===== config.mk =====
export PLATFORM = sky130hd
export DESIGN_NAME = ppp_div_step
export DESIGN_NICKNAME = d
export VERILOG_FILES = /design/src/sv/ppp_pkg.sv /design/src/sv/ppp_div_step.sv
export SDC_FILE = /design/constraint.sdc
export NUM_CORES = 1
export LEC_CHECK = 0
export ABC_AREA = 0
export BUFFER_PORTS_ARGS = -buffer_cell sky130_fd_sc_hd__buf_2
export CAP_MARGIN = 5
export CORE_AREA = 3 3 290 292
export DETAILED_ROUTE_END_ITERATION = 10
export DIE_AREA = 0 0 293 295
export GPL_TIMING_DRIVEN = 0
export PLACE_DENSITY = 0.47
export REMOVE_ABC_BUFFERS = 1
export SETUP_SLACK_MARGIN = 0.15
export SYNTH_ARGS = -nofsm -noshare
export SYNTH_HDL_FRONTEND = slang
export SYNTH_SLANG_ARGS = --single-unit
export TNS_END_PERCENT = 5

===== constraint.sdc =====
create_clock -name clk_i -period 0.9 [get_ports clk_i]
set_input_delay 0.18 -clock clk_i [delete_from_list [all_inputs] [get_ports clk_i]]
set_output_delay 0.18 -clock clk_i [all_outputs]
set_load 0.01 [all_outputs]

===== src/sv/ppp_pkg.sv =====
`timescale 1ns / 1ps
`default_nettype none

package ppp_pkg;

  // Coefficient format: signed fixed point, always 32 bits wide
  localparam int COEF_W = 32;
  localparam int CFG_W  = 64;
  localparam int CFG_IW = 3;

  // Configuration register indexes
  typedef enum logic [CFG_IW-1:0] {
    CFG_ROW0_COEF01 = 3'd0,
    CFG_ROW0_COEF23 = 3'd1,
    CFG_ROW1_COEF01 = 3'd2,
    CFG_ROW1_COEF23 = 3'd3,
    CFG_ROW2_COEF01 = 3'd4,
    CFG_ROW2_COEF23 = 3'd5
  } cfg_idx_e;

  localparam int REG_COUNT = 6;

  typedef logic [COEF_W-1:0] coef_t;
  typedef coef_t [3:0] crow_t;

  typedef struct packed {
    logic signed [31:0] point_x;
    logic signed [31:0] point_y;
    logic signed [31:0] point_z;
  } point_t;

  typedef struct packed {
    logic signed [31:0] image_u;
    logic signed [31:0] image_v;
    logic               zero_depth;
    logic               saturated;
  } result_t;

  // Sign and zero-depth flags that ride along the divider stages
  typedef struct packed {
    logic neg_u;
    logic neg_v;
    logic zero;
  } dflag_t;

endpackage

`default_nettype wire


===== src/sv/ppp_div_step.sv =====
`timescale 1ns / 1ps
`default_nettype none

module ppp_div_step
  import ppp_pkg::*;
#(
  parameter int RW = 120,
  parameter int DW = 66,
  parameter int QW = 33,
  parameter int SH = 0
) (
  input  wire logic          clk_i,
  input  wire logic          rst_ni,
  input  wire logic          en_i,
  input  wire logic          vld_i,
  input  wire logic [RW-1:0] rem_u_i,
  input  wire logic [RW-1:0] rem_v_i,
  input  wire logic [DW-1:0] den_i,
  input  wire logic [QW-1:0] q_u_i,
  input  wire logic [QW-1:0] q_v_i,
  input  wire dflag_t        flg_i,
  output logic               vld_o,
  output logic [RW-1:0]      rem_u_o,
  output logic [RW-1:0]      rem_v_o,
  output logic [DW-1:0]      den_o,
  output logic [QW-1:0]      q_u_o,
  output logic [QW-1:0]      q_v_o,
  output dflag_t             flg_o
);

  logic [RW-1:0] dsh;
  logic          ge_u, ge_v;
  logic [RW-1:0] rem_u_d, rem_v_d;
  logic [QW-1:0] q_u_d, q_v_d;

  // Compare against the shifted divisor and subtract where it fits
  always_comb begin
    dsh     = RW'(den_i) << SH;
    ge_u    = rem_u_i >= dsh;
    ge_v    = rem_v_i >= dsh;
    rem_u_d = ge_u ? rem_u_i - dsh : rem_u_i;
    rem_v_d = ge_v ? rem_v_i - dsh : rem_v_i;
    q_u_d   = q_u_i;
    q_v_d   = q_v_i;
    q_u_d[SH] = ge_u;
    q_v_d[SH] = ge_v;
  end

  always_ff @(posedge clk_i or negedge rst_ni) begin
    if (!rst_ni) begin
      vld_o <= 1'b0;
    end else if (en_i) begin
      vld_o <= vld_i;
    end
  end

  always_ff @(posedge clk_i) begin
    if (en_i) begin
      rem_u_o <= rem_u_d;
      rem_v_o <= rem_v_d;
      den_o   <= den_i;
      q_u_o   <= q_u_d;
      q_v_o   <= q_v_d;
      flg_o   <= flg_i;
    end
  end

endmodule

`default_nettype wire


======== Word level (Yosys, flattened, before mapping) ========
Index checks and enable logic that the tools add are counted.
storage, ports and cells
  word-level logic and storage cells ...... 15
  register bits ........................... 376
cells by class
  $add $sub $neg .......................... 2
  multiplexer cells ....................... 2
  order comparisons ....................... 2
operators with widths
  cell                number
  $ge A120 B66 Y1     2
  $mux W120           2
  $sub A120 B66 Y120  2

======== Longest topological paths before layout ========
Gate-level depths: netlist of run 1.
  depth in word-level cells ............... 2
  depth in mapped cells ................... 15
  gate-level depth less buffers ........... 15

======== Worst setup path after synthesis of run 1 ========
No wires, ideal clock.
  path type ............................... input port to flip-flop
  start ................................... in rem_v_i[0]
  end ..................................... reg rem_v_o[105], data pin
  data required time ...................... 638 ps
  arrival ................................. 3,147 ps
  buffers on the path ..................... 0
  setup slack ............................. -2,509 ps
  stages .................................. 14
  cells stage by stage .................... inv_1 ha_1 fa_1 nand2b_1 a21oi_1 o22ai_1 o221ai_2 nor3_1 o31ai_4 a21oi_2 nor4_4 nand4b_4 o41ai_1 nand2_1
between the ends
  cells in the longest elaborated chain, start to end .. 2
  elaborated cells between the ends (all ways) .. 3
ends and longest elaborated chain
  item                                                          line                                    text
  from (decl)                                                   ppp_div_step.sv:17                      input wire logic [RW-1:0] rem_v_i,
  $sub A120 B66 Y120 / $ge A120 B66 Y1 (equally long branches)  ppp_div_step.sv:42, ppp_div_step.sv:40
  $mux W120 (*)                                                 ppp_div_step.sv:42                      rem_v_d = ge_v ? rem_v_i - dsh : rem_v_i;
  net rem_v_d[105]                                              ppp_div_step.sv:33                      logic [RW-1:0] rem_u_d, rem_v_d;
  to (signal assigned)                                          ppp_div_step.sv:60                      rem_v_o <= rem_v_d;
  to (decl)                                                     ppp_div_step.sv:24                      output logic [RW-1:0] rem_v_o,
The timed path passes the listed nets; every way through them passes the cells marked *.
A chain may end at the register's enable or synchronous reset.

======== Worst setup path after layout of run 1 ========
  start ................................... in den_i[21]
  end ..................................... reg rem_v_o[89], data pin
between the ends
  cells in the longest elaborated chain, start to end .. 2
  elaborated cells between the ends (all ways) .. 3
ends and longest elaborated chain
  item                                                          line                                    text
  from (decl)                                                   ppp_div_step.sv:18                      input wire logic [DW-1:0] den_i,
  $sub A120 B66 Y120 / $ge A120 B66 Y1 (equally long branches)  ppp_div_step.sv:42, ppp_div_step.sv:40
  $mux W120 (*)                                                 ppp_div_step.sv:42
  net rem_v_d[89]                                               ppp_div_step.sv:33
Marks and branches as above.

==> metrics.md, run 1 <==
| Metric | Value |
|---|---|
| Worst slew margin | `39.5%` |
| H-tree lvl count | `2` |
| Post-route setup slack | `-2.29 ns` |
| Routability cong. | `0.943` |
| Width of the die | `293 um` |
| Cell with the most instances after synthesis | `edfxtp_1` |
| Post-synth EDFFs | `375` |
| Final Cycle Share | `355%` |
| TritonCTS Sinks | `between 300 and 400` |
| Fraction of layout cells with a size suffix above 1 | `38.0%` |
| Setup CP Type | `input port to register` |
| Nets | `4153` |
| Fin. Hold Viols | `9` |
| Async SR Flop Fraction | `0.266%` |
| Minimum clock period | `around 3.2 ns` |
| Slew Viols, Final | `0` |
| Overall power | `roughly 58 mW` |
| Cell area power density | `1530 nW/um^2` |
| Outcome | `finished with violations` |
| Global-route wire length before repair | `157 mm` |
| Final Non-Filler Cells | `around 4800` |
| CTS clk-pin slew, worst paths | `around 0.06 ns` |
| DIE AREA | `86400 um^2` |
| Worst hold slack | `-0.0556 ns` |
| Worst Tran Pin Value | `roughly 0.90 ns` |
| Worst path top cell family by delay | `simple AND/OR/NAND/NOR gates` |
| CTS tree | `built` |
| WP depth | `16` |
| Delay of the slowest cell on the worst path | `0.43 ns` |
| Total track usage | `24.2%` |
| DRC | `0` |
| Yosys warning count | `0` |
| FF-to-FF path depth | `1` |
| Post-synth cell types | `84` |
| Top cells by count, synth | `375 x edfxtp_1, 290 x nor2_1, 274 x a21oi_1` |
| Top cell by count, worst path | `buf_6` |
| Endpoints failing setup | `around 730` |
| Initial Util | `29.3%` |
| Startpoint types | `input port` |
| Maximum clock path buffer count | `3` |
| Violated checks | `hold timing, setup timing` |
| WP buf/inv | `4` |
| R2R Path End | `vld_o` |
| Worst R2R Start | `vld_o` |
| Cell Chain, Critical Path | `buf_6, clkinvlp_4, ha_4, nand2_4, nor4_4, nand2_2, buf_6, or4_4, o31a_1, nand3_2, a21oi_4, buf_4, or3_4, nor3_2, nand3_1, xnor2_1` |
| Dpl ws | `-5.10 ns` |
| Mean area per synthesized cell | `about 9.8 um^2` |
| Critical Path Start | `den_i[21]` |
| WL/cell | `approximately 23 um` |
| Placed Instances | `4172` |
| Vias in the first global route | `24300` |
| Sum of negative setup slack | `-643.71 ns` |
| Ys flop type | `edfxtp_1` |
| Syn Inst Count | `2448` |
| Signal arrival time at the worst endpoint | `3.52 ns` |
| GR Overflow Total | `0` |
| Clock skew | `0 ns` |
| Area delta synth->final | `58.8%` |
| CP max stage cell | `or4_4` |
| RSZ-0062 raised after global routing | `true` |
| Post-route ant nets | `0` |
| Peak supply drop | `between 0.001 and 0.0015 V` |
| I/O pins | `755` |
| HPWL after DPL | `around 85 mm` |
| Clock root cell | `clkbuf_16` |
| Via density per instance | `5.11` |
| Hold crit path type | `input port to register` |
| Core ar. | `~80000 um^2` |
| Leakage power | `roughly 15 nW` |
| Worst R2R Setup Slack | `roughly 0.17 ns` |
| Antenna violations before repair | `34` |
| PortBufs | `approximately 750` |
| Max Clk Rate | `313 MHz` |
| Die height | `around 300 um` |
| Initial DRC count | `~1300` |
| Drt pass-1 iters | `5` |
| DRT Wirelength | `around 110 mm` |
| Worst EP required | `1.23 ns` |
| CP Capture Point | `rem_v_o[89]` |
| Yosys top cell area share | `47.0%` |
| CP Max Fanout | `5` |
| Largest cells by area after synthesis | `edfxtp_1 47%, ha_1 6.9%, a21oi_1 5.7%` |
| Seq/Total Area, Yosys | `between 40% and 50%` |
| Cell Area, Synth | `24000 um^2` |
| Pin count of the biggest net entering global routing | `116` |
| Rows | `around 110` |
| Worst setup EP type | `register` |
| Dominant cell type by area after synthesis | `edfxtp_1` |
| Clk_lat worst skew | `roughly 0.57 ns` |
| Max_cap viols | `0` |
| DR vias | `24300` |
| Num CTS Buffers | `48` |
| Min-delay src | `rem_u_i[11]` |
| Register bit count reported by yosys | `between 300 and 400` |
worst min path at each step:
stage | to | cells after the start
2_1_floorplan | vld_o | 0
3_3_place_gp | vld_o | 1
3_5_place_dp | vld_o | 1
4_1_cts | den_o[0] | 1
5_1_grt | rem_u_o[11] | 2
6_report | rem_u_o[11] | 2
layout by cell type (no fill, tap or decap), types with 12 or more instances in the layout:
master / Yosys / final
buf_2: 19 / 732
nand2_1: 213 / 180
or3_1: 15 / 14
nor2_2: 1 / 19
o21ai_1: 6 / 20
a21oi_2: 1 / 36
nor2_4: 0 / 12
nor3_1: 54 / 35
xor2_1: 87 / 83
nand2_2: 1 / 24
buf_6: 0 / 34
a31oi_1: 20 / 13
nor4_4: 1 / 14
o21ai_0: 103 / 68
o21bai_1: 34 / 29
nor4_1: 33 / 21
nand4_1: 67 / 67
inv_1: 108 / 79
nand2b_1: 22 / 21
o21ai_4: 0 / 12
buf_4: 0 / 130
nand3_1: 53 / 41
xnor2_1: 146 / 137
nor3_2: 2 / 12
a21o_1: 67 / 67
ha_2: 0 / 20
ha_1: 132 / 59
a21oi_1: 274 / 233
ha_4: 0 / 53
dlygate4sd3_1: 0 / 327
clkbuf_16: 0 / 49
o21a_1: 13 / 13
nor2_1: 290 / 260
diode_2: 0 / 18
clkinvlp_4: 0 / 19
edfxtp_1: 375 / 375
repair_timing:
item                                   CTS  global route
setup endpoints to repair              946           953
pin swaps                               79           115
endpoints found under the hold margin  370            47
gates cloned                             6             0
buffers inserted                        89            67
resized for setup                      363           274
hold buffers                           325             2
stage by stage:
step                      utilization (%)  area (um^2)
final                                46.5        38000
after global placement               35.0        28600
after floorplan                         -        23500
after CTS                            44.4        36300
after global routing                 46.5        38000
after detailed placement             35.3        28900
logic make-up after synthesis:
kind of cell / after synthesis / synth area share (%)
AOI/OAI and AO/OA: 616 / 15.7
and+or+nand+nor: 861 / 17.6
muxes: 10 / 0.470
buffers and inverters: 218 / 3.52
adders and majority gates: 134 / 7.06
xor gates and xnor gates: 233 / 8.52
DFF: 376 / 47.1
sequential cells by signal, indices dropped and copies added (netlist names):
name     cells
den_o       66
flg_o        3
vld_o        1
q_v_o       33
rem_v_o    120
rem_u_o    120
q_u_o       33
power by group:
group	switching (mW)	total, mW	internal, mW
Clock	7.63	18.2	10.6
Sequential	0.522	22.2	21.7
Combinational	10.1	17.7	7.64
Total	18.2	58.2	40.0
routing by layer:
layer | up-vias | routed length (um) | global-route usage [%]
met3 | 191 | 7940 | 5.72
met2 | 876 | 54000 | 42.4
li1 | 11400 | - | -
met1 | 11800 | 44800 | 29.6
met4 | 30 | 3950 | 7.13
met5 | - | 188 | 0
area by class of cell:
cell class	instances	area, um^2
clock inverter	25	221
clock buffer	57	1230
antenna	18	45.0
fill	7786	43800
multi-input combinational	1854	14500
tap	1070	1340
sequential	376	11300
timing repair buffer	1249	8870
timing repair inverter	2	20.0
inverter	109	499
No activity file was read; power rests on OpenSTA's default activity.
==> run 2, diff against run 1 <==
--- a/config.mk
+++ b/config.mk
@@ -8,11 +8,13 @@
 export ABC_AREA = 0
 export BUFFER_PORTS_ARGS = -buffer_cell sky130_fd_sc_hd__buf_2
 export CAP_MARGIN = 5
-export CORE_AREA = 3 3 290 292
+export CELL_PAD_IN_SITES_DETAIL_PLACEMENT = 1
+export CELL_PAD_IN_SITES_GLOBAL_PLACEMENT = 2
+export CORE_AREA = 3 3 291 293
 export DETAILED_ROUTE_END_ITERATION = 10
-export DIE_AREA = 0 0 293 295
+export DIE_AREA = 0 0 294 296
 export GPL_TIMING_DRIVEN = 0
-export PLACE_DENSITY = 0.47
+export PLACE_DENSITY = 0.72
 export REMOVE_ABC_BUFFERS = 1
 export SETUP_SLACK_MARGIN = 0.15
 export SYNTH_ARGS = -nofsm -noshare
==> metrics.md, run 2 (synthesized netlist as in run 1, its figures left out) <==
| Metric | Value |
|---|---|
| Outcome | `finished with violations` |
| Violated checks | `setup timing` |
| Hold crit path type | `input port to register` |
| FF-to-FF path depth | `1` |
| Fill count | `9210` |
| Minimum clock period | `3.14 ns` |
| H-tree lvl count | `2` |
| WL/cell | `26.0 um` |
| Multi-input logic area | `between 10000 and 15000 um^2` |
| Combinational share of power | `29.9%` |
| Width of the die | `294 um` |
| Total track usage | `26.9%` |
| Worst setup EP type | `register` |
| Register Area | `11300 um^2` |
| HPWL after DPL | `92.7 mm` |
| Nets | `slightly above 4000` |
| Clock skew | `0 ns` |
| PortBufs | `752` |
| Cell area power density | `1570 nW/um^2` |
| Setup CP Type | `input port to register` |
| Slew Viols, Final | `0` |
| TritonCTS Sinks | `376` |
| Max_cap viols | `0` |
| Initial DRC count | `1120` |
| Worst slew margin | `around 34%` |
| Pin count of the biggest net entering global routing | `110` |
| DR vias | `approximately 25000` |
| Overall power | `59.9 mW` |
| I/O pins | `755` |
| Power share of the sequential group | `37.4%` |
| Worst EP required | `1.32 ns` |
| Startpoint types | `input port` |
| CTS clk-pin slew, worst paths | `0.06 ns` |
| Post-route setup slack | `-2.24 ns` |
| Global-route wire length before repair | `174 mm` |
| Clock root cell | `clkbuf_16` |
| Hold EP | `rem_u_o[119]` |
| Routability cong. | `between 0.9 and 1` |
| Peak supply drop | `~0.0012 V` |
| Fin. Hold Viols | `0` |
| CP Max Fanout | `7` |
| Post-route ant nets | `0` |
| Antenna violations before repair | `35` |
| Biggest regs | `rem_u_o (120), rem_v_o (120), den_o (66)` |
| Via density per instance | `5.20` |
| Worst Tran Pin Value | `around 0.98 ns` |
| Final Cycle Share | `349%` |
| Num CTS Buffers | `48` |
| Maximum clock path buffer count | `3` |
| Leakage power | `15.5 nW` |
| Core ar. | `82100 um^2` |
| Sum of negative setup slack | `-653.46 ns` |
| RSZ-0062 raised after global routing | `true` |
| Area delta synth->final | `59.0%` |
| Endpoints failing setup | `around 750` |
| Die height | `296 um` |
| Int Power | `40.8 mW` |
| CTS tree | `built` |
| Rows | `roughly 110` |
| DIE AREA | `87000 um^2` |
| Worst R2R Setup Slack | `roughly 0.12 ns` |
| Worst R2R Start | `vld_o` |
| R2R Path End | `vld_o` |
| DRC | `0` |
| Most common cell after layout, fill and taps aside | `buf_2` |
| Commonest non-fill, non-tap cells in the layout | `727 x buf_2, 375 x edfxtp_1, 359 x dlygate4sd3_1` |
| Clk_lat worst skew | `0.61 ns` |
| DRT Wirelength | `123 mm` |
| Net Switching | `19.1 mW` |
| GR Overflow Total | `0` |
| Initial Util | `29.2%` |
| Hold path cells | `3` |
| Fraction of layout cells with a size suffix above 1 | `about 36%` |
| Min-delay src | `rem_u_i[118]` |
| Max Clk Rate | `319 MHz` |
| Clock power frac | `between 30 and 40%` |
| Switching Share | `a little under a third` |
| Signal arrival time at the worst endpoint | `3.56 ns` |
| Drt pass-1 iters | `5` |
| Vias in the first global route | `26200` |
## run 2: timing repair
action                     in CTS  in global routing
hold buffers                  358                  1
gates resized for setup       348                257
pin swaps                      55                 79
gates cloned                    8                  0
setup endpoints to repair     887                887
buffers inserted               59                 54
hold endpoints to repair      358                  1
## run 2: worst max-delay path by stage
stage,start,endpoint,slack (ns),cells after the start
after floorplan,rem_u_i[0],rem_u_o[103],-5.57,14
after global placement,den_i[4],rem_u_o[103],-9.67,14
after detailed placement,den_i[4],rem_u_o[101],-5.47,15
after CTS,den_i[0],rem_u_o[113],-2.22,16
after global routing,den_i[6],rem_u_o[101],-2.32,19
final,den_i[7],rem_u_o[101],-2.24,19
## run 2: final cells by class
cell class                 count  share of cell area [%]
multi-input combinational   1855                    37.8
tap                         1070                    3.52
timing repair buffer        1242                    23.6
clock buffer                  56                    3.29
clock inverter                30                   0.818
sequential                   376                    29.6
timing repair inverter         2                  0.0460
antenna                       17                   0.112
inverter                     109                    1.20
## run 2: worst max-delay path, stage by stage
cell,delay [ns]
buf_2,0.11
inv_4,0.05
ha_4,0.29
and3_4,0.19
nand4_1,0.21
a311oi_4,0.37
buf_12,0.17
o21ai_4,0.08
o31ai_4,0.30
a211oi_4,0.15
o211ai_4,0.24
buf_12,0.14
buf_16,0.13
nand3_4,0.09
nor3_4,0.14
buf_6,0.17
buf_6,0.11
nor4b_4,0.19
xor2_1,0.22
## run 2: routing by layer
layer  up-vias  global-route usage [%]  routed length (um)
met3       244                    6.25                7750
met2       815                    48.7               62300
met4        28                    11.0                5800
li1      11400                       -                   -
met5         -                       0                 191
met1     12200                    30.4               47400
## run 2: power by group through the flow
stage | combinational [mW] | sequential, mW | clock (mW)
finish | 17.9 | 22.4 | 19.6
detailed placement | 14.1 | 22.7 | 0
floorplan | 6.21 | 23.7 | 0
CTS | 16.7 | 22.4 | 20.1
global route | 19.2 | 22.6 | 20.8
global placement | 13.9 | 22.9 | 0
## run 2: through the flow
step                      instance area (um^2)  util (%)  hold WS (ns)  instances  setup WS, ns
after detailed placement                 28900      35.2       -0.0438       4174         -5.47
after global placement                   28600      34.9       -0.0446       4161         -9.67
after CTS                                36300      44.3        -0.254       4685         -2.22
after floorplan                          23500         -        -0.116       2339         -5.57
final                                    38100      46.4        0.0203       4757         -2.24
after global routing                     38100      46.4       0.00279       4750         -2.32
==> run 3, diff against run 2 <==
--- a/config.mk
+++ b/config.mk
@@ -6,15 +6,16 @@
 export NUM_CORES = 1
 export LEC_CHECK = 0
 export ABC_AREA = 0
-export BUFFER_PORTS_ARGS = -buffer_cell sky130_fd_sc_hd__buf_2
+export ABC_CLOCK_PERIOD_IN_PS = 900
 export CAP_MARGIN = 5
 export CELL_PAD_IN_SITES_DETAIL_PLACEMENT = 1
 export CELL_PAD_IN_SITES_GLOBAL_PLACEMENT = 2
-export CORE_AREA = 3 3 291 293
+export CORE_AREA = 3 3 290 292
 export DETAILED_ROUTE_END_ITERATION = 10
-export DIE_AREA = 0 0 294 296
+export DIE_AREA = 0 0 293 295
+export DONT_BUFFER_PORTS = 1
 export GPL_TIMING_DRIVEN = 0
-export PLACE_DENSITY = 0.72
+export PLACE_DENSITY = 0.6
 export REMOVE_ABC_BUFFERS = 1
 export SETUP_SLACK_MARGIN = 0.15
 export SYNTH_ARGS = -nofsm -noshare
==> metrics.md, run 3 (synthesized netlist as in run 1, its figures left out) <==
| Metric | Value |
|---|---|
| Peak supply drop | `0.00122 V` |
| Hold crit path type | `input port to register` |
| Clock skew | `0 ns` |
| Routability cong. | `0.883` |
| Biggest regs | `rem_u_o (120), rem_v_o (120), den_o (66)` |
| Initial DRC count | `1049` |
| GRT met1 Usage | `about 30%` |
| I/O pins | `755` |
| Hold path cells | `0` |
| FF-to-FF path depth | `1` |
| Endpoints failing setup | `between 800 and 900` |
| Final instance area | `33800 um^2` |
| Initial Util | `29.3%` |
| Top Usage Layer GRT | `met2` |
| Overall power | `54.7 mW` |
| WP buf/inv | `5` |
| Dpl ws | `-5.67 ns` |
| Fin. Hold Viols | `111` |
| Drt pass-1 iters | `5` |
| Leakage power | `12.3 nW` |
| Delay of the slowest cell on the worst path | `~0.38 ns` |
| GR Layer Usage met2 | `46.4%` |
| DIE AREA | `86400 um^2` |
| CTS clk-pin slew, worst paths | `0.06 ns` |
| PortBufs | `0` |
| Worst path top cell family by delay | `compound AO/OA/AOI/OAI gates` |
| Worst hold slack | `-0.306 ns` |
| R2R Path End | `vld_o` |
| Most common cell after layout, fill and taps aside | `edfxtp_1` |
| Startpoint types | `input port` |
| Minimum clock period | `3.12 ns` |
| Slew Viols, Final | `162` |
| Setup CP Type | `input port to register` |
| Worst slew margin | `-26.3%` |
| CP max stage cell | `a221o_1` |
| Cell area power density | `1620 nW/um^2` |
| Hold EP | `den_o[1]` |
| Clock root cell | `clkbuf_16` |
| HPWL after DPL | `83.0 mm` |
| WL/cell | `roughly 29 um` |
| TritonCTS Sinks | `376` |
| DRT Wirelength | `between 100 and 150 mm` |
| Fraction of layout cells with a size suffix above 1 | `18.6%` |
| Min-delay src | `den_i[1]` |
| Worst EP required | `1.23 ns` |
| Rows | `105` |
| Nets | `3393` |
| Width of the die | `293 um` |
| Pin count of the biggest net entering global routing | `377` |
| DRC | `0` |
| Global-route wire length before repair | `163 mm` |
| Cell Chain, Critical Path | `clkinvlp_4, ha_4, a21o_1, o21bai_4, a221oi_2, nand3_1, a221o_1, nand4_1, buf_12, a2111oi_4, buf_2, nor4_4, buf_6, nand4b_4, buf_12, nor4_4, xor2_1` |
| Antenna violations before repair | `7` |
| CP Max Fanout | `5` |
| Vias in the first global route | `between 20000 and 25000` |
| Core ar. | `81800 um^2` |
| Maximum clock path buffer count | `3` |
| Worst setup EP type | `register` |
| Commonest non-fill, non-tap cells in the layout | `375 x edfxtp_1, 359 x dlygate4sd3_1, 261 x nor2_1` |
| Worst Tran Pin Value | `1.89 ns` |
| GR Overflow Total | `0` |
| H-tree lvl count | `2` |
| Worst R2R Start | `vld_o` |
| Area delta synth->final | `40.9%` |
| DR vias | `between 20000 and 25000` |
| Total track usage | `25.5%` |
| Num CTS Buffers | `45` |
| Signal arrival time at the worst endpoint | `roughly 3.5 ns` |
| CTS tree | `built` |
| Met3 Track Usage GR | `5.08%` |
| Placed cell areas | `around 25000 um^2` |
| Final core utilization | `41.2%` |
| RSZ-0062 raised after global routing | `true` |
| Die height | `between 200 and 300 um` |
| Final Cycle Share | `347%` |
| Post-route setup slack | `-2.22 ns` |
| Post-route ant nets | `0` |
| Via density per instance | `5.38` |
| Clk_lat worst skew | `0.59 ns` |
| Max Clk Rate | `321 MHz` |
| Worst R2R Setup Slack | `0.09 ns` |
| Outcome | `finished with violations` |
| Violated checks | `hold timing, slew limit, setup timing` |
| Max_cap viols | `0` |
[run 3: routing by layer]
metal	vias to the layer above	wire length, um
li1	9892	-
met2	683	59400
met5	-	0
met1	10700	45900
met4	0	4450
met3	167	6590
[run 3: timing repair]
item	4_1_cts	5_1_grt
endpoints found under the hold margin	750	230
gates cloned	11	0
pin swaps	67	52
setup endpoints to repair	619	619
resized for setup	319	202
hold buffers	359	6
setup buffers	67	42
[run 3: worst max-delay path by stage]
| stage | from | to | slack (ns) | cells past startpoint |
|---|---|---|---|---|
| 2_1_floorplan | rem_u_i[0] | rem_u_o[103] | -5.57 | 14 |
| 3_3_place_gp | den_i[7] | rem_u_o[101] | -9.50 | 13 |
| 3_5_place_dp | den_i[7] | rem_u_o[103] | -5.67 | 14 |
| 4_1_cts | den_i[20] | rem_v_o[105] | -2.19 | 15 |
| 5_1_grt | den_i[22] | rem_v_o[103] | -2.32 | 17 |
| 6_report | den_i[22] | rem_v_o[103] | -2.22 | 17 |
[run 3: cell type report]
class	count	area, um^2
Antenna cell	1	2.50
Clock buffer	55	1160
Clock inverter	29	273
Fill cell	8849	48100
Inverter	109	463
Multi-Input combinational cell	1855	14100
Sequential cell	376	11300
Tap cell	1070	1340
Timing Repair Buffer	491	5070
Timing Repair inverter	2	20.0
[run 3: power breakdown]
| part | switching (mW) | internal [mW] |
|---|---|---|
| Sequential | 2.29 | 21.9 |
| Combinational | 6.93 | 5.37 |
| Clock | 8.05 | 10.2 |
| Total | 17.3 | 37.5 |
[run 3: through the flow]
stage	std cells	TNS [ns]
floorplan	2339	-892.79
global placement	3409	-1562.68
detailed placement	3418	-962.62
finish	3988	-607.45
CTS	3939	-607.98
global route	3987	-597.25
